## src/sv/bcrt_pkg.sv

```systemverilog
`default_nettype none

package bcrt_pkg;

  // Store depth and field widths.
  localparam int MAX_LADDERS = 16;
  localparam int HEIGHT_BITS = 20;
  localparam int BUDGET_BITS = 30;
  localparam int LADDER_BITS = 5;
  localparam int REACH_BITS  = 16;
  localparam int COUNT_BITS  = $clog2(MAX_LADDERS + 1);
  localparam int CFG_DATA_BITS = BUDGET_BITS;

  // Configuration register indexes.
  typedef enum logic [0:0] {
    CFG_BRICK_BUDGET = 1'b0,
    CFG_LADDER_COUNT = 1'b1
  } cfg_index_t;

  // One input item.
  typedef struct packed {
    logic [HEIGHT_BITS-1:0] height;
    logic                   new_sequence;
  } in_t;

  // One result item.
  typedef struct packed {
    logic [REACH_BITS-1:0] reach;
    logic                  blocked;
  } out_t;

  // Commands from the controller to the datapath.
  typedef struct packed {
    logic load;
    logic eval;
    logic commit;
  } cmd_t;

endpackage

`default_nettype wire

```

## src/sv/bcrt_ctrl.sv

```systemverilog
`default_nettype none

module bcrt_ctrl (
  input  wire logic          clk,
  input  wire logic          rst,
  input  wire logic          in_valid,
  output logic               in_stall,
  output logic               out_valid,
  input  wire logic          out_stall,
  output bcrt_pkg::cmd_t     cmd
);

  typedef enum logic [1:0] {
    ST_IDLE,
    ST_EVAL,
    ST_COMMIT
  } state_t;

  state_t state;

  // Commands for this cycle; commit waits for a free output slot.
  always_comb begin
    cmd.load   = (state == ST_IDLE) && in_valid;
    cmd.eval   = (state == ST_EVAL);
    cmd.commit = (state == ST_COMMIT) && (!out_valid || !out_stall);
  end

  assign in_stall = (state != ST_IDLE);

  // State and the output valid flag.
  always_ff @(posedge clk) begin
    if (rst) begin
      state     <= ST_IDLE;
      out_valid <= 1'b0;
    end else begin
      unique case (state)
        ST_IDLE: begin
          if (in_valid) state <= ST_EVAL;
        end
        ST_EVAL: begin
          state <= ST_COMMIT;
        end
        ST_COMMIT: begin
          if (!out_valid || !out_stall) state <= ST_IDLE;
        end
        default: state <= ST_IDLE;
      endcase
      if (cmd.commit) begin
        out_valid <= 1'b1;
      end else if (out_valid && !out_stall) begin
        out_valid <= 1'b0;
      end
    end
  end

endmodule

`default_nettype wire

```

## src/sv/bcrt_datapath.sv

```systemverilog
`default_nettype none

module bcrt_datapath (
  input  wire logic                               clk,
  input  wire logic                               rst,
  input  wire logic                               cfg_we,
  input  wire bcrt_pkg::cfg_index_t               cfg_index,
  input  wire logic [bcrt_pkg::CFG_DATA_BITS-1:0] cfg_data,
  input  wire bcrt_pkg::in_t                      in_item,
  input  wire bcrt_pkg::cmd_t                     cmd,
  output bcrt_pkg::out_t                          out_item
);

  localparam int HB = bcrt_pkg::HEIGHT_BITS;
  localparam int BB = bcrt_pkg::BUDGET_BITS;
  localparam int CB = bcrt_pkg::COUNT_BITS;
  localparam int RB = bcrt_pkg::REACH_BITS;
  localparam int ML = bcrt_pkg::MAX_LADDERS;

  // Configuration registers.
  logic [BB-1:0]                    brick_budget;
  logic [bcrt_pkg::LADDER_BITS-1:0] ladder_count;

  // Walk state.
  logic [HB-1:0] previous_height;
  logic [HB-1:0] kept_rises [ML];
  logic [CB-1:0] rises_kept_count;
  logic [BB-1:0] bricks_left;
  logic [RB-1:0] reach_count;
  logic          stopped;

  // Latched input item.
  logic [HB-1:0] height_q;
  logic          start_q;

  // Evaluation results.
  logic [HB-1:0] rise_q;
  logic [HB-1:0] cost_q;
  logic          rising_q;
  logic          insert_q;
  logic          replace_q;
  logic [ML:0]   le_q;

  logic [HB-1:0] rise;
  logic [CB-1:0] ladders;
  logic          have;
  logic [ML:0]   le;

  logic [HB-1:0] kept_ins [ML];
  logic [HB-1:0] kept_rep [ML];
  logic          over;
  logic [RB-1:0] reach_inc;

  logic [CB-1:0] rises_kept_count_next;
  logic [BB-1:0] bricks_left_next;
  logic [RB-1:0] reach_count_next;
  logic          stopped_next;
  logic          prev_update;
  logic          do_insert;
  logic          do_replace;

  // Configuration writes.
  always_ff @(posedge clk) begin
    if (rst) begin
      brick_budget <= '0;
      ladder_count <= '0;
    end else if (cfg_we) begin
      unique case (cfg_index)
        bcrt_pkg::CFG_BRICK_BUDGET: brick_budget <= cfg_data[BB-1:0];
        bcrt_pkg::CFG_LADDER_COUNT: ladder_count <= cfg_data[bcrt_pkg::LADDER_BITS-1:0];
        default: ;
      endcase
    end
  end

  // Evaluation: the rise, its cost and where it falls in the sorted store.
  always_comb begin
    rise    = height_q - previous_height;
    ladders = (int'(ladder_count) > ML) ? CB'(ML) : CB'(ladder_count);
    have    = (rises_kept_count != '0);
    for (int i = 0; i < ML; i++) begin
      le[i] = (CB'(i) < rises_kept_count) && (kept_rises[i] <= rise);
    end
    le[ML] = 1'b0;
  end

  always_ff @(posedge clk) begin
    if (cmd.load) begin
      height_q <= in_item.height;
      start_q  <= in_item.new_sequence;
    end
    if (cmd.eval) begin
      rise_q    <= rise;
      rising_q  <= (height_q > previous_height);
      insert_q  <= (rises_kept_count < ladders);
      cost_q    <= (have && (kept_rises[0] < rise)) ? kept_rises[0] : rise;
      replace_q <= have && (rise > kept_rises[0]);
      le_q      <= le;
    end
  end

  // Cell row: sorted insertion and replacement of the smallest entry.
  always_comb begin
    for (int i = 0; i < ML; i++) begin
      if (le_q[i]) begin
        kept_ins[i] = kept_rises[i];
      end else if (i == 0) begin
        kept_ins[i] = rise_q;
      end else if (le_q[(i == 0) ? 0 : i - 1]) begin
        kept_ins[i] = rise_q;
      end else begin
        kept_ins[i] = kept_rises[(i == 0) ? 0 : i - 1];
      end
      if (le_q[i + 1]) begin
        kept_rep[i] = kept_rises[(i + 1 < ML) ? i + 1 : i];
      end else if ((i == 0) || le_q[i]) begin
        kept_rep[i] = rise_q;
      end else begin
        kept_rep[i] = kept_rises[i];
      end
    end
  end

  // Next walk state for the current item.
  always_comb begin
    over      = (BB'(cost_q) > bricks_left);
    reach_inc = (reach_count == '1) ? reach_count : reach_count + RB'(1);

    rises_kept_count_next = rises_kept_count;
    bricks_left_next      = bricks_left;
    reach_count_next      = reach_count;
    stopped_next          = stopped;
    prev_update           = 1'b0;
    do_insert             = 1'b0;
    do_replace            = 1'b0;

    if (start_q) begin
      rises_kept_count_next = '0;
      bricks_left_next      = brick_budget;
      reach_count_next      = '0;
      stopped_next          = 1'b0;
      prev_update           = 1'b1;
    end else if (!stopped) begin
      prev_update = 1'b1;
      if (!rising_q) begin
        reach_count_next = reach_inc;
      end else if (insert_q) begin
        do_insert             = 1'b1;
        rises_kept_count_next = rises_kept_count + CB'(1);
        reach_count_next      = reach_inc;
      end else if (over) begin
        stopped_next = 1'b1;
        prev_update  = 1'b0;
      end else begin
        bricks_left_next = bricks_left - BB'(cost_q);
        reach_count_next = reach_inc;
        do_replace       = replace_q;
      end
    end
  end

  // Walk state registers.
  always_ff @(posedge clk) begin
    if (rst) begin
      previous_height  <= '0;
      rises_kept_count <= '0;
      bricks_left      <= '0;
      reach_count      <= '0;
      stopped          <= 1'b0;
    end else if (cmd.commit) begin
      rises_kept_count <= rises_kept_count_next;
      bricks_left      <= bricks_left_next;
      reach_count      <= reach_count_next;
      stopped          <= stopped_next;
      if (prev_update) previous_height <= height_q;
    end
  end

  // Store cells hold no reset value; only counted entries are read.
  always_ff @(posedge clk) begin
    if (cmd.commit) begin
      for (int i = 0; i < ML; i++) begin
        if (do_insert) begin
          kept_rises[i] <= kept_ins[i];
        end else if (do_replace) begin
          kept_rises[i] <= kept_rep[i];
        end
      end
    end
  end

  // Output register.
  always_ff @(posedge clk) begin
    if (cmd.commit) begin
      out_item.reach   <= reach_count_next;
      out_item.blocked <= stopped_next;
    end
  end

endmodule

`default_nettype wire

```

## src/sv/budgeted_climb_reach_tracker.sv

```systemverilog
`default_nettype none

// Budgeted climb reach tracker.
// Heights arrive on the input channel (in_valid, in_stall, in_item); an item
// is taken at a clock edge where in_valid is high and in_stall is low. Setting
// new_sequence starts a new walk and loads the brick budget.
// Each item gives exactly one result item on the output channel (out_valid,
// out_stall, out_item): the furthest index reached and the blocked flag.
// Registers are written through cfg_we, cfg_index and cfg_data; the user must
// write them only while idle, as the block itself does not enforce this.
// Each item passes the load, evaluate and commit steps, and no new item is
// taken until it commits; the sorted rise store is written at the commit step.
// While a result waits under out_stall, the next item is still taken and
// evaluated; its commit waits until the output register is free.
// Synchronous reset clears the registers, the walk state and the output valid
// flag; the rise store needs no clearing pass.
module budgeted_climb_reach_tracker (
  input  wire logic                               clk,
  input  wire logic                               rst,
  input  wire logic                               cfg_we,
  input  wire bcrt_pkg::cfg_index_t               cfg_index,
  input  wire logic [bcrt_pkg::CFG_DATA_BITS-1:0] cfg_data,
  input  wire logic                               in_valid,
  output logic                                    in_stall,
  input  wire bcrt_pkg::in_t                      in_item,
  output logic                                    out_valid,
  input  wire logic                               out_stall,
  output bcrt_pkg::out_t                          out_item
);

  bcrt_pkg::cmd_t cmd;

  // Sequencer.
  bcrt_ctrl u_ctrl (
    .clk       (clk),
    .rst       (rst),
    .in_valid  (in_valid),
    .in_stall  (in_stall),
    .out_valid (out_valid),
    .out_stall (out_stall),
    .cmd       (cmd)
  );

  // Walk state, rise store and output register.
  bcrt_datapath u_datapath (
    .clk       (clk),
    .rst       (rst),
    .cfg_we    (cfg_we),
    .cfg_index (cfg_index),
    .cfg_data  (cfg_data),
    .in_item   (in_item),
    .cmd       (cmd),
    .out_item  (out_item)
  );

endmodule

`default_nettype wire
```

## config.mk

```make
export PLATFORM = sky130hd
export DESIGN_NAME = budgeted_climb_reach_tracker
export DESIGN_NICKNAME = d
export VERILOG_FILES = /design/src/sv/bcrt_pkg.sv /design/src/sv/bcrt_ctrl.sv /design/src/sv/bcrt_datapath.sv /design/src/sv/budgeted_climb_reach_tracker.sv
export SDC_FILE = /design/constraint.sdc
export NUM_CORES = 2
export LEC_CHECK = 0
export BUFFER_PORTS_ARGS = -buffer_cell sky130_fd_sc_hd__buf_2
export CORE_MARGIN = 2
export CORE_UTILIZATION = 29
export CTS_CLUSTER_SIZE = 12
export DETAILED_ROUTE_END_ITERATION = 8
export PLACE_DENSITY = 0.48
export SYNTH_ARGS = -nofsm -noshare
export SYNTH_HDL_FRONTEND = slang
export SYNTH_SLANG_ARGS = --single-unit
```

## constraint.sdc

```tcl
create_clock -name clk -period 8.5 [get_ports clk]
set_input_delay 0.425 -clock clk [delete_from_list [all_inputs] [get_ports clk]]
set_output_delay 0.425 -clock clk [all_outputs]
set_load 0.01 [all_outputs]
```

Word-level counts from Yosys, hierarchy flattened

Memories as Yosys holds them, arrays and structs flattened.
Cells that the tools add are included.

Flip-flop bits (word level): 207
Memory bits (writable): 320
Input bits: 57
Output and inout port bits: 19
Word-level logic and storage cells: 220
Memories: 1

Add/subtract/negate cells: 4
Order comparisons: 38
Equality and inequality tests: 8
Multiplexer cells: 97
Bitwise operators: 17
Reductions and logical operators: 36

Memory list:

| memory                | words | width | read ports | clocked after memory_dff | write ports | line                | RTL |
|---|---|---|---|---|---|---|---|
| u_datapath.kept_rises | 16    | 20    | 16         | 0                        | 16          | bcrt_datapath.sv:26 | `logic [HB-1:0] kept_rises [ML];` |

Operators by type and width:

| cell                                                       | number |
|---|---|
| two-way mux 20 bit                                         | 50 |
| <= comparator 20 bit                                       | 16 |
| two-way mux 30 bit                                         | 5 |
| two-way mux 16 bit                                         | 6 |
| > comparator 20 bit                                        | 2 |
| less-than comparator 4 x 5 -> 1 bit (first input constant) | 8 |
| > comparator 20 x 30 -> 1 bit                              | 1 |
| subtractor 30 x 20 -> 30 bit                               | 1 |
| two-way mux 1 bit                                          | 28 |
| two-way mux 5 bit                                          | 5 |
| logical AND 1 bit                                          | 21 |
| less-than comparator 20 bit                                | 1 |
| less-than comparator 3 x 5 -> 1 bit (first input constant) | 4 |
| subtractor 20 bit                                          | 1 |
| adder 16 x 1 -> 16 bit (second input constant)             | 1 |
| equality test 16 bit (second input constant)               | 1 |
| bitwise OR 1 bit                                           | 16 |
| less-than comparator 1 x 5 -> 1 bit (first input constant) | 2 |
| less-than comparator 2 x 5 -> 1 bit (first input constant) | 2 |
| AND reduction 2 bit                                        | 4 |
| nonzero test 2 bit                                         | 4 |
| inequality test 2 bit (second input constant)              | 3 |
| one-hot mux 2 bit (3 select lines)                         | 1 |
| adder 5 x 1 -> 5 bit (second input constant)               | 1 |
| 13 further kinds                                           | 16 |

Depth between registers and ports, before layout

Word-level depth: 11
Depth in mapped cells: 22
Gate-level depth less buffers: 21

By module

A second synthesis with hierarchy kept.

Cells, all modules: 3697
Area total of the unflattened synthesis: 36746.5 um2

By module, submodules not included:

| module        | times used | cells each | area each (um2) |
|---|---|---|---|
| bcrt_datapath | 1          | 3683       | 36615.1 |
| bcrt_ctrl     | 1          | 14         | 131.4 |

Worst setup path before layout

OpenSTA, ideal clock, no wires.

Kind: reg2reg
From: register u_datapath.cost_q[0]
To: memory u_datapath.kept_rises[0][100] (netlist bit), enable pin
Setup time: 633 ps
Data arrival time: 8200 ps
Setup slack: -333 ps
Cell stages (with the launch flop): 13
Buffers on the path: 2
Period minus slack after synthesis: 8833 ps
Cell sequence: edfxtp_1 -> ha_1 -> fa_1 -> nor2b_1 -> o21a_1 -> o21a_1 -> o31a_1 -> a41o_1 -> a21oi_4 -> or3_1 -> buf_4 -> buf_4 -> nand2_1

RTL lines:

| item                     | line                | RTL |
|---|---|---|
| start: declaration       | bcrt_datapath.sv:38 | `logic [HB-1:0] cost_q;` |
| start signal: assignment | bcrt_datapath.sv:96 | `cost_q <= (have && (kept_rises[0] < rise)) ? kept_rises[0] : rise;` |
| end: declaration         | bcrt_datapath.sv:26 |  |

Final worst setup path

From: register u_datapath.height_q[0]
To: register u_datapath.cost_q[7], data pin

Longest elaborated chain between the ends: 4

Ends and longest elaborated chain:

| item                          | line                | RTL |
|---|---|---|
| start: declaration            | bcrt_datapath.sv:33 | `logic [HB-1:0] height_q;` |
| start signal: assignment      | bcrt_datapath.sv:89 | `height_q <= in_item.height;` |
| subtractor 20 bit             | bcrt_datapath.sv:78 | `rise = height_q - previous_height;` |
| named net u_datapath.rise[10] | bcrt_datapath.sv:44 | `logic [HB-1:0] rise;` |
| less-than comparator 20 bit   | bcrt_datapath.sv:96 |  |
| logical AND 1 bit             | bcrt_datapath.sv:96 |  |
| two-way mux 20 bit            | bcrt_datapath.sv:96 |  |

The timed path passes the listed nets, and every way through them passes these cells.
A chain may end at the register's enable or synchronous reset.

==> results.md <==
| Parameter | Reported | Unit |
|:---|:---|:---|
| Cell row count | 130 | - |
| CTS tree | yes | - |
| Total number of clock tree sinks | 527 | - |
| Leading area contributor after synthesis | sky130_fd_sc_hd__edfxtp_1 | - |
| Number of violations reported at the end of detailed-routing iteration 0 | 1967 | - |
| Crit start category | flip-flop | - |
| Reg-to-reg slack, setup | 1.95 | ns |
| Routed vias/inst | 5.17 | - |
| Critical path's largest stage delay | 0.83 | ns |
| Critical path class | reg2reg | - |
| DRC violation count after routing | 0 | - |
| Top flip-flop cell by instance count after synthesis | sky130_fd_sc_hd__edfxtp_1 | - |
| Total number of vias | 28121 | - |
| Max stage delay cell, worst path | sky130_fd_sc_hd__nand3_1 | - |
| Nets@finish | 4144 | - |
| Max-cap viol count | 0 | - |
| Crit share post-route | 77.0 | % |
| First-pass GRT wire length | 165000 | um |
| Antenna violations before repair | 4 | - |
| Cell repeated most along the worst path | sky130_fd_sc_hd__a21o_1 | - |
| Flip-flop and latch count after synthesis | 527 | - |
| Power density over the cells | 175 | mW/mm^2 |
| Sum of net half-perimeters after detailed placement | 76800 | um |
| Overall die width | 361 | um |
| EDFF count, synth | 417 | - |
| Setup TNS after final layout | 0 | ns |
| Number of distinct library cells after synthesis | 82 | - |
| GP Congestion | 0.848 | - |
| Maximum VDD drop | 0.000127 | V |
| Startpoint of the most critical hold path | cfg_data[15] | - |
| Num ports | 76 | - |
| Maximum number of pins on one net before global-route repair | 165 | - |
| Total of cells resized after clock tree synthesis | 0 | - |
| Depth of the CTS H-tree | 3 | - |
| Fraction of registers with async set or reset after synthesis | 0 | % |
| Average instance area after synthesis | 9.88 | um^2 |
| Top post-synthesis cells by area | sky130_fd_sc_hd__edfxtp_1 (34%), sky130_fd_sc_hd__mux2i_1 (15%), sky130_fd_sc_hd__ha_1 (12%), sky130_fd_sc_hd__a21oi_1 (6.2%), sky130_fd_sc_hd__dfxtp_1 (6.0%) | - |
| Register area share after synthesis | 39.8 | % |
| Die H | 361 | um |
| Starting utilization of the core area | 29.3 | % |
| Wire length per cell after detailed routing | 19.7 | um |
| Number of optimization iterations in the first detailed-route pass | 5 | - |
| Chain of cells forming the critical path | inv_1 -> ha_1 -> inv_1 -> fa_1 -> a211oi_1 -> o21ai_1 -> a21o_1 -> a21o_1 -> xor2_1 -> inv_1 -> ha_1 -> a21o_1 -> a21o_1 -> a221oi_1 -> o21ai_0 -> maj3_1 -> o211ai_2 -> nand3_1 -> mux2_1 | - |
| Relative slew slack | 21.9 | % |
| Clock buffer count from CTS | 70 | - |
| Worst Setup End Kind | flip-flop | - |
| Worst hold path type | in2reg | - |
| Result of the run | complete, no violations | - |
| Worst hold path endpoint | u_datapath.brick_budget[15] | - |
| Count of synthesis-stage warnings from yosys | 0 | - |
| Net count of the mapped netlist | 4151 | - |
| Antenna diode count | 0 | - |
| Largest buffer count on any clock path | 3 | - |
| Endpoint of the worst-slack reg-to-reg timing path | u_datapath.cost_q[7] | - |
| Final wirelength | 107000 | um |
| Highest attainable clock frequency | 0.153 | GHz |
| Slew Limit Fails | 0 | - |
| Most common cell after layout, fill and taps aside | sky130_fd_sc_hd__mux2i_1 | - |
| Share of cells above drive strength 1 | 8.05 | % |
| Leakage power total | 0.0160 | uW |
| Area of the mapped netlist | 0.0370 | mm^2 |
| Gr usage total | 16.1 | % |
| Clock period minus worst slack | 6.55 | ns |
| Number of antenna-violating nets in the routed design | 0 | - |
| Worst Max-Slew Pin Slew | 1.17 | ns |
| Worst Skew | 0.0276 | ns |
| Commonest non-fill, non-tap cells in the layout | sky130_fd_sc_hd__mux2i_1 (546), sky130_fd_sc_hd__a21oi_1 (456), sky130_fd_sc_hd__edfxtp_1 (417), sky130_fd_sc_hd__nor2_1 (387), sky130_fd_sc_hd__ha_1 (350) | - |
| Largest fanout on the critical path | 20 | - |
| Worst R2R Start | u_datapath.height_q[0] | - |
| Clock latency on the worst-skew pair | 0.65 | ns |
| CTS root buffer | sky130_fd_sc_hd__clkbuf_16 | - |
| Core area | 0.126 | mm^2 |
| Die Area | 0.130 | mm^2 |
| Clock transition time at the flip-flop clock pins of the worst setup and hold paths | 0.06 | ns |
| Cell count of the worst reg-to-reg path | 19 | - |
| Port-buffer cells | 75 | - |
| Syn-to-layout area delta | 12.1 | % |
| Yosys top cell area share | 33.9 | % |
| Power Total | 7240 | uW |
| Gate count of the mapped netlist | 3742 | - |
| Unrepaired setup endpoints after global routing | no | - |
| Data arrival time at the worst-slack endpoint | 6.94 | ns |
| Number of endpoints with negative hold slack in the final report | 0 | - |
| Data required time at the worst endpoint | 8.90 | ns |
| Vias in the first global route | 27307 | - |
| Worst hold path cell count | 3 | - |
| Global route overflow | 0 | - |
| Final setup vio count | 0 | - |
-- synthesized netlist by cell type, drive strengths merged (6+ instances only) --
cell / instances
o21a: 14
nand4: 41
a21oi: 457
o21bai: 18
nand3: 62
or3: 9
or4: 8
and3: 23
dfxtp: 110
nor2b: 62
buf: 85
mux2: 58
clkbuf: 158
o211ai: 9
a211oi: 43
nor4: 19
nor4b: 6
mux2i: 546
edfxtp: 417
a31oi: 22
a221oi: 17
nor2: 388
nand2b: 43
nor3: 71
nand2: 240
o21ai: 139
xnor2: 43
a21o: 67
a2bb2oi: 6
ha: 350
xor2: 11
inv: 104
a31o: 9
-- power by group --
part / leakage (uW) / internal (uW) / total, uW / switching (uW)
Clock: 0.00112 / 1770 / 3020 / 1240
Combinational: 0.0102 / 505 / 1290 / 789
Sequential: 0.00471 / 2840 / 2930 / 85.2
-- registers in the layout (all words and copies together) (netlist names), 16 cells and up --
name / cells
u_datapath.cost_q: 20
u_datapath.kept_rises: 320
u_datapath.reach_count: 16
u_datapath.bricks_left: 30
u_datapath.rise_q: 20
u_datapath.out_item: 17
u_datapath.le_q: 16
u_datapath.previous_height: 20
u_datapath.height_q: 20
u_datapath.brick_budget: 30
-- metal layers --
layer / share of wire [%] / vias to the layer above / wire length [um] / GRT usage (%)
met5: 0 / - / 0 / 0
met4: 1.9 / 0 / 2070 / 3.83
met3: 4.1 / 113 / 4350 / 1.94
met2: 44 / 498 / 47300 / 25.2
met1: 50 / 13638 / 53400 / 23.4
li1: - / 13872 / - / -
-- worst max-delay path, delay by kind of cell (launching register included) --
family,cells,cell delay [ns]
buf+inv,3,0.78
fa+ha+maj,4,1.39
simple gates,1,0.83
mux,1,0.64
compound gates,9,2.07
flops,1,0.38
xor+xnor,1,0.18
-- cell type report --
cell class | instances | area (um^2)
clock buffers | 99 | 1960
multi-input cells | 2867 | 20800
well taps | 1650 | 2060
flip-flops and latches | 527 | 14700
fillers | 12908 | 84600
clock inverters | 28 | 322
repair buffers | 164 | 1170
inverters | 105 | 394
-- per-stage QoR --
step                      util (%)  setup WS [ns]  instance area, um^2  hold WS (ns)  instances
after floorplan                  -           2.27                37000         0.436       3742
after global placement        30.7           2.00                38700         0.447       5274
after detailed placement      30.7           2.02                38700         0.452       5274
after CTS                     32.9           2.03                41400      0.000331       5440
after global routing          32.9           1.80                41400        0.0216       5440
final                         32.9           1.95                41400        0.0429       5440
-- repair_timing --
item                                   CTS  global route
hold buffers                            39             0
setup endpoints to repair                0             0
endpoints found under the hold margin   39             0
setup buffers                            0             0
-- how the worst max path moves through the flow --
| stage | from | to | slack [ns] | cells after the start |
|---|---|---|---|---|
| 2_1_floorplan | u_datapath.cost_q[0] | u_datapath.kept_rises[0][100] | 2.27 | 12 |
| 3_3_place_gp | u_datapath.height_q[0] | u_datapath.cost_q[7] | 2.00 | 19 |
| 3_5_place_dp | u_datapath.height_q[0] | u_datapath.cost_q[7] | 2.02 | 19 |
| 4_1_cts | u_datapath.height_q[0] | u_datapath.cost_q[10] | 2.03 | 19 |
| 5_1_grt | u_datapath.height_q[0] | u_datapath.cost_q[7] | 1.80 | 19 |
| 6_report | u_datapath.height_q[0] | u_datapath.cost_q[7] | 1.95 | 19 |
-- kinds of logic after synthesis --
logic type               count (synthesis)  synth area share (%)
buffers and inverters                  348                  4.10
adder cells (fa/ha/maj)                353                  12.0
AO/OA/AOI/OAI                          866                  14.0
flip-flops                             527                  39.8
AND/OR/NAND/NOR                        990                  12.2
XOR/XNOR                                54                  1.30
multiplexers                           604                  16.6
(Power assumes the default switching activity.)
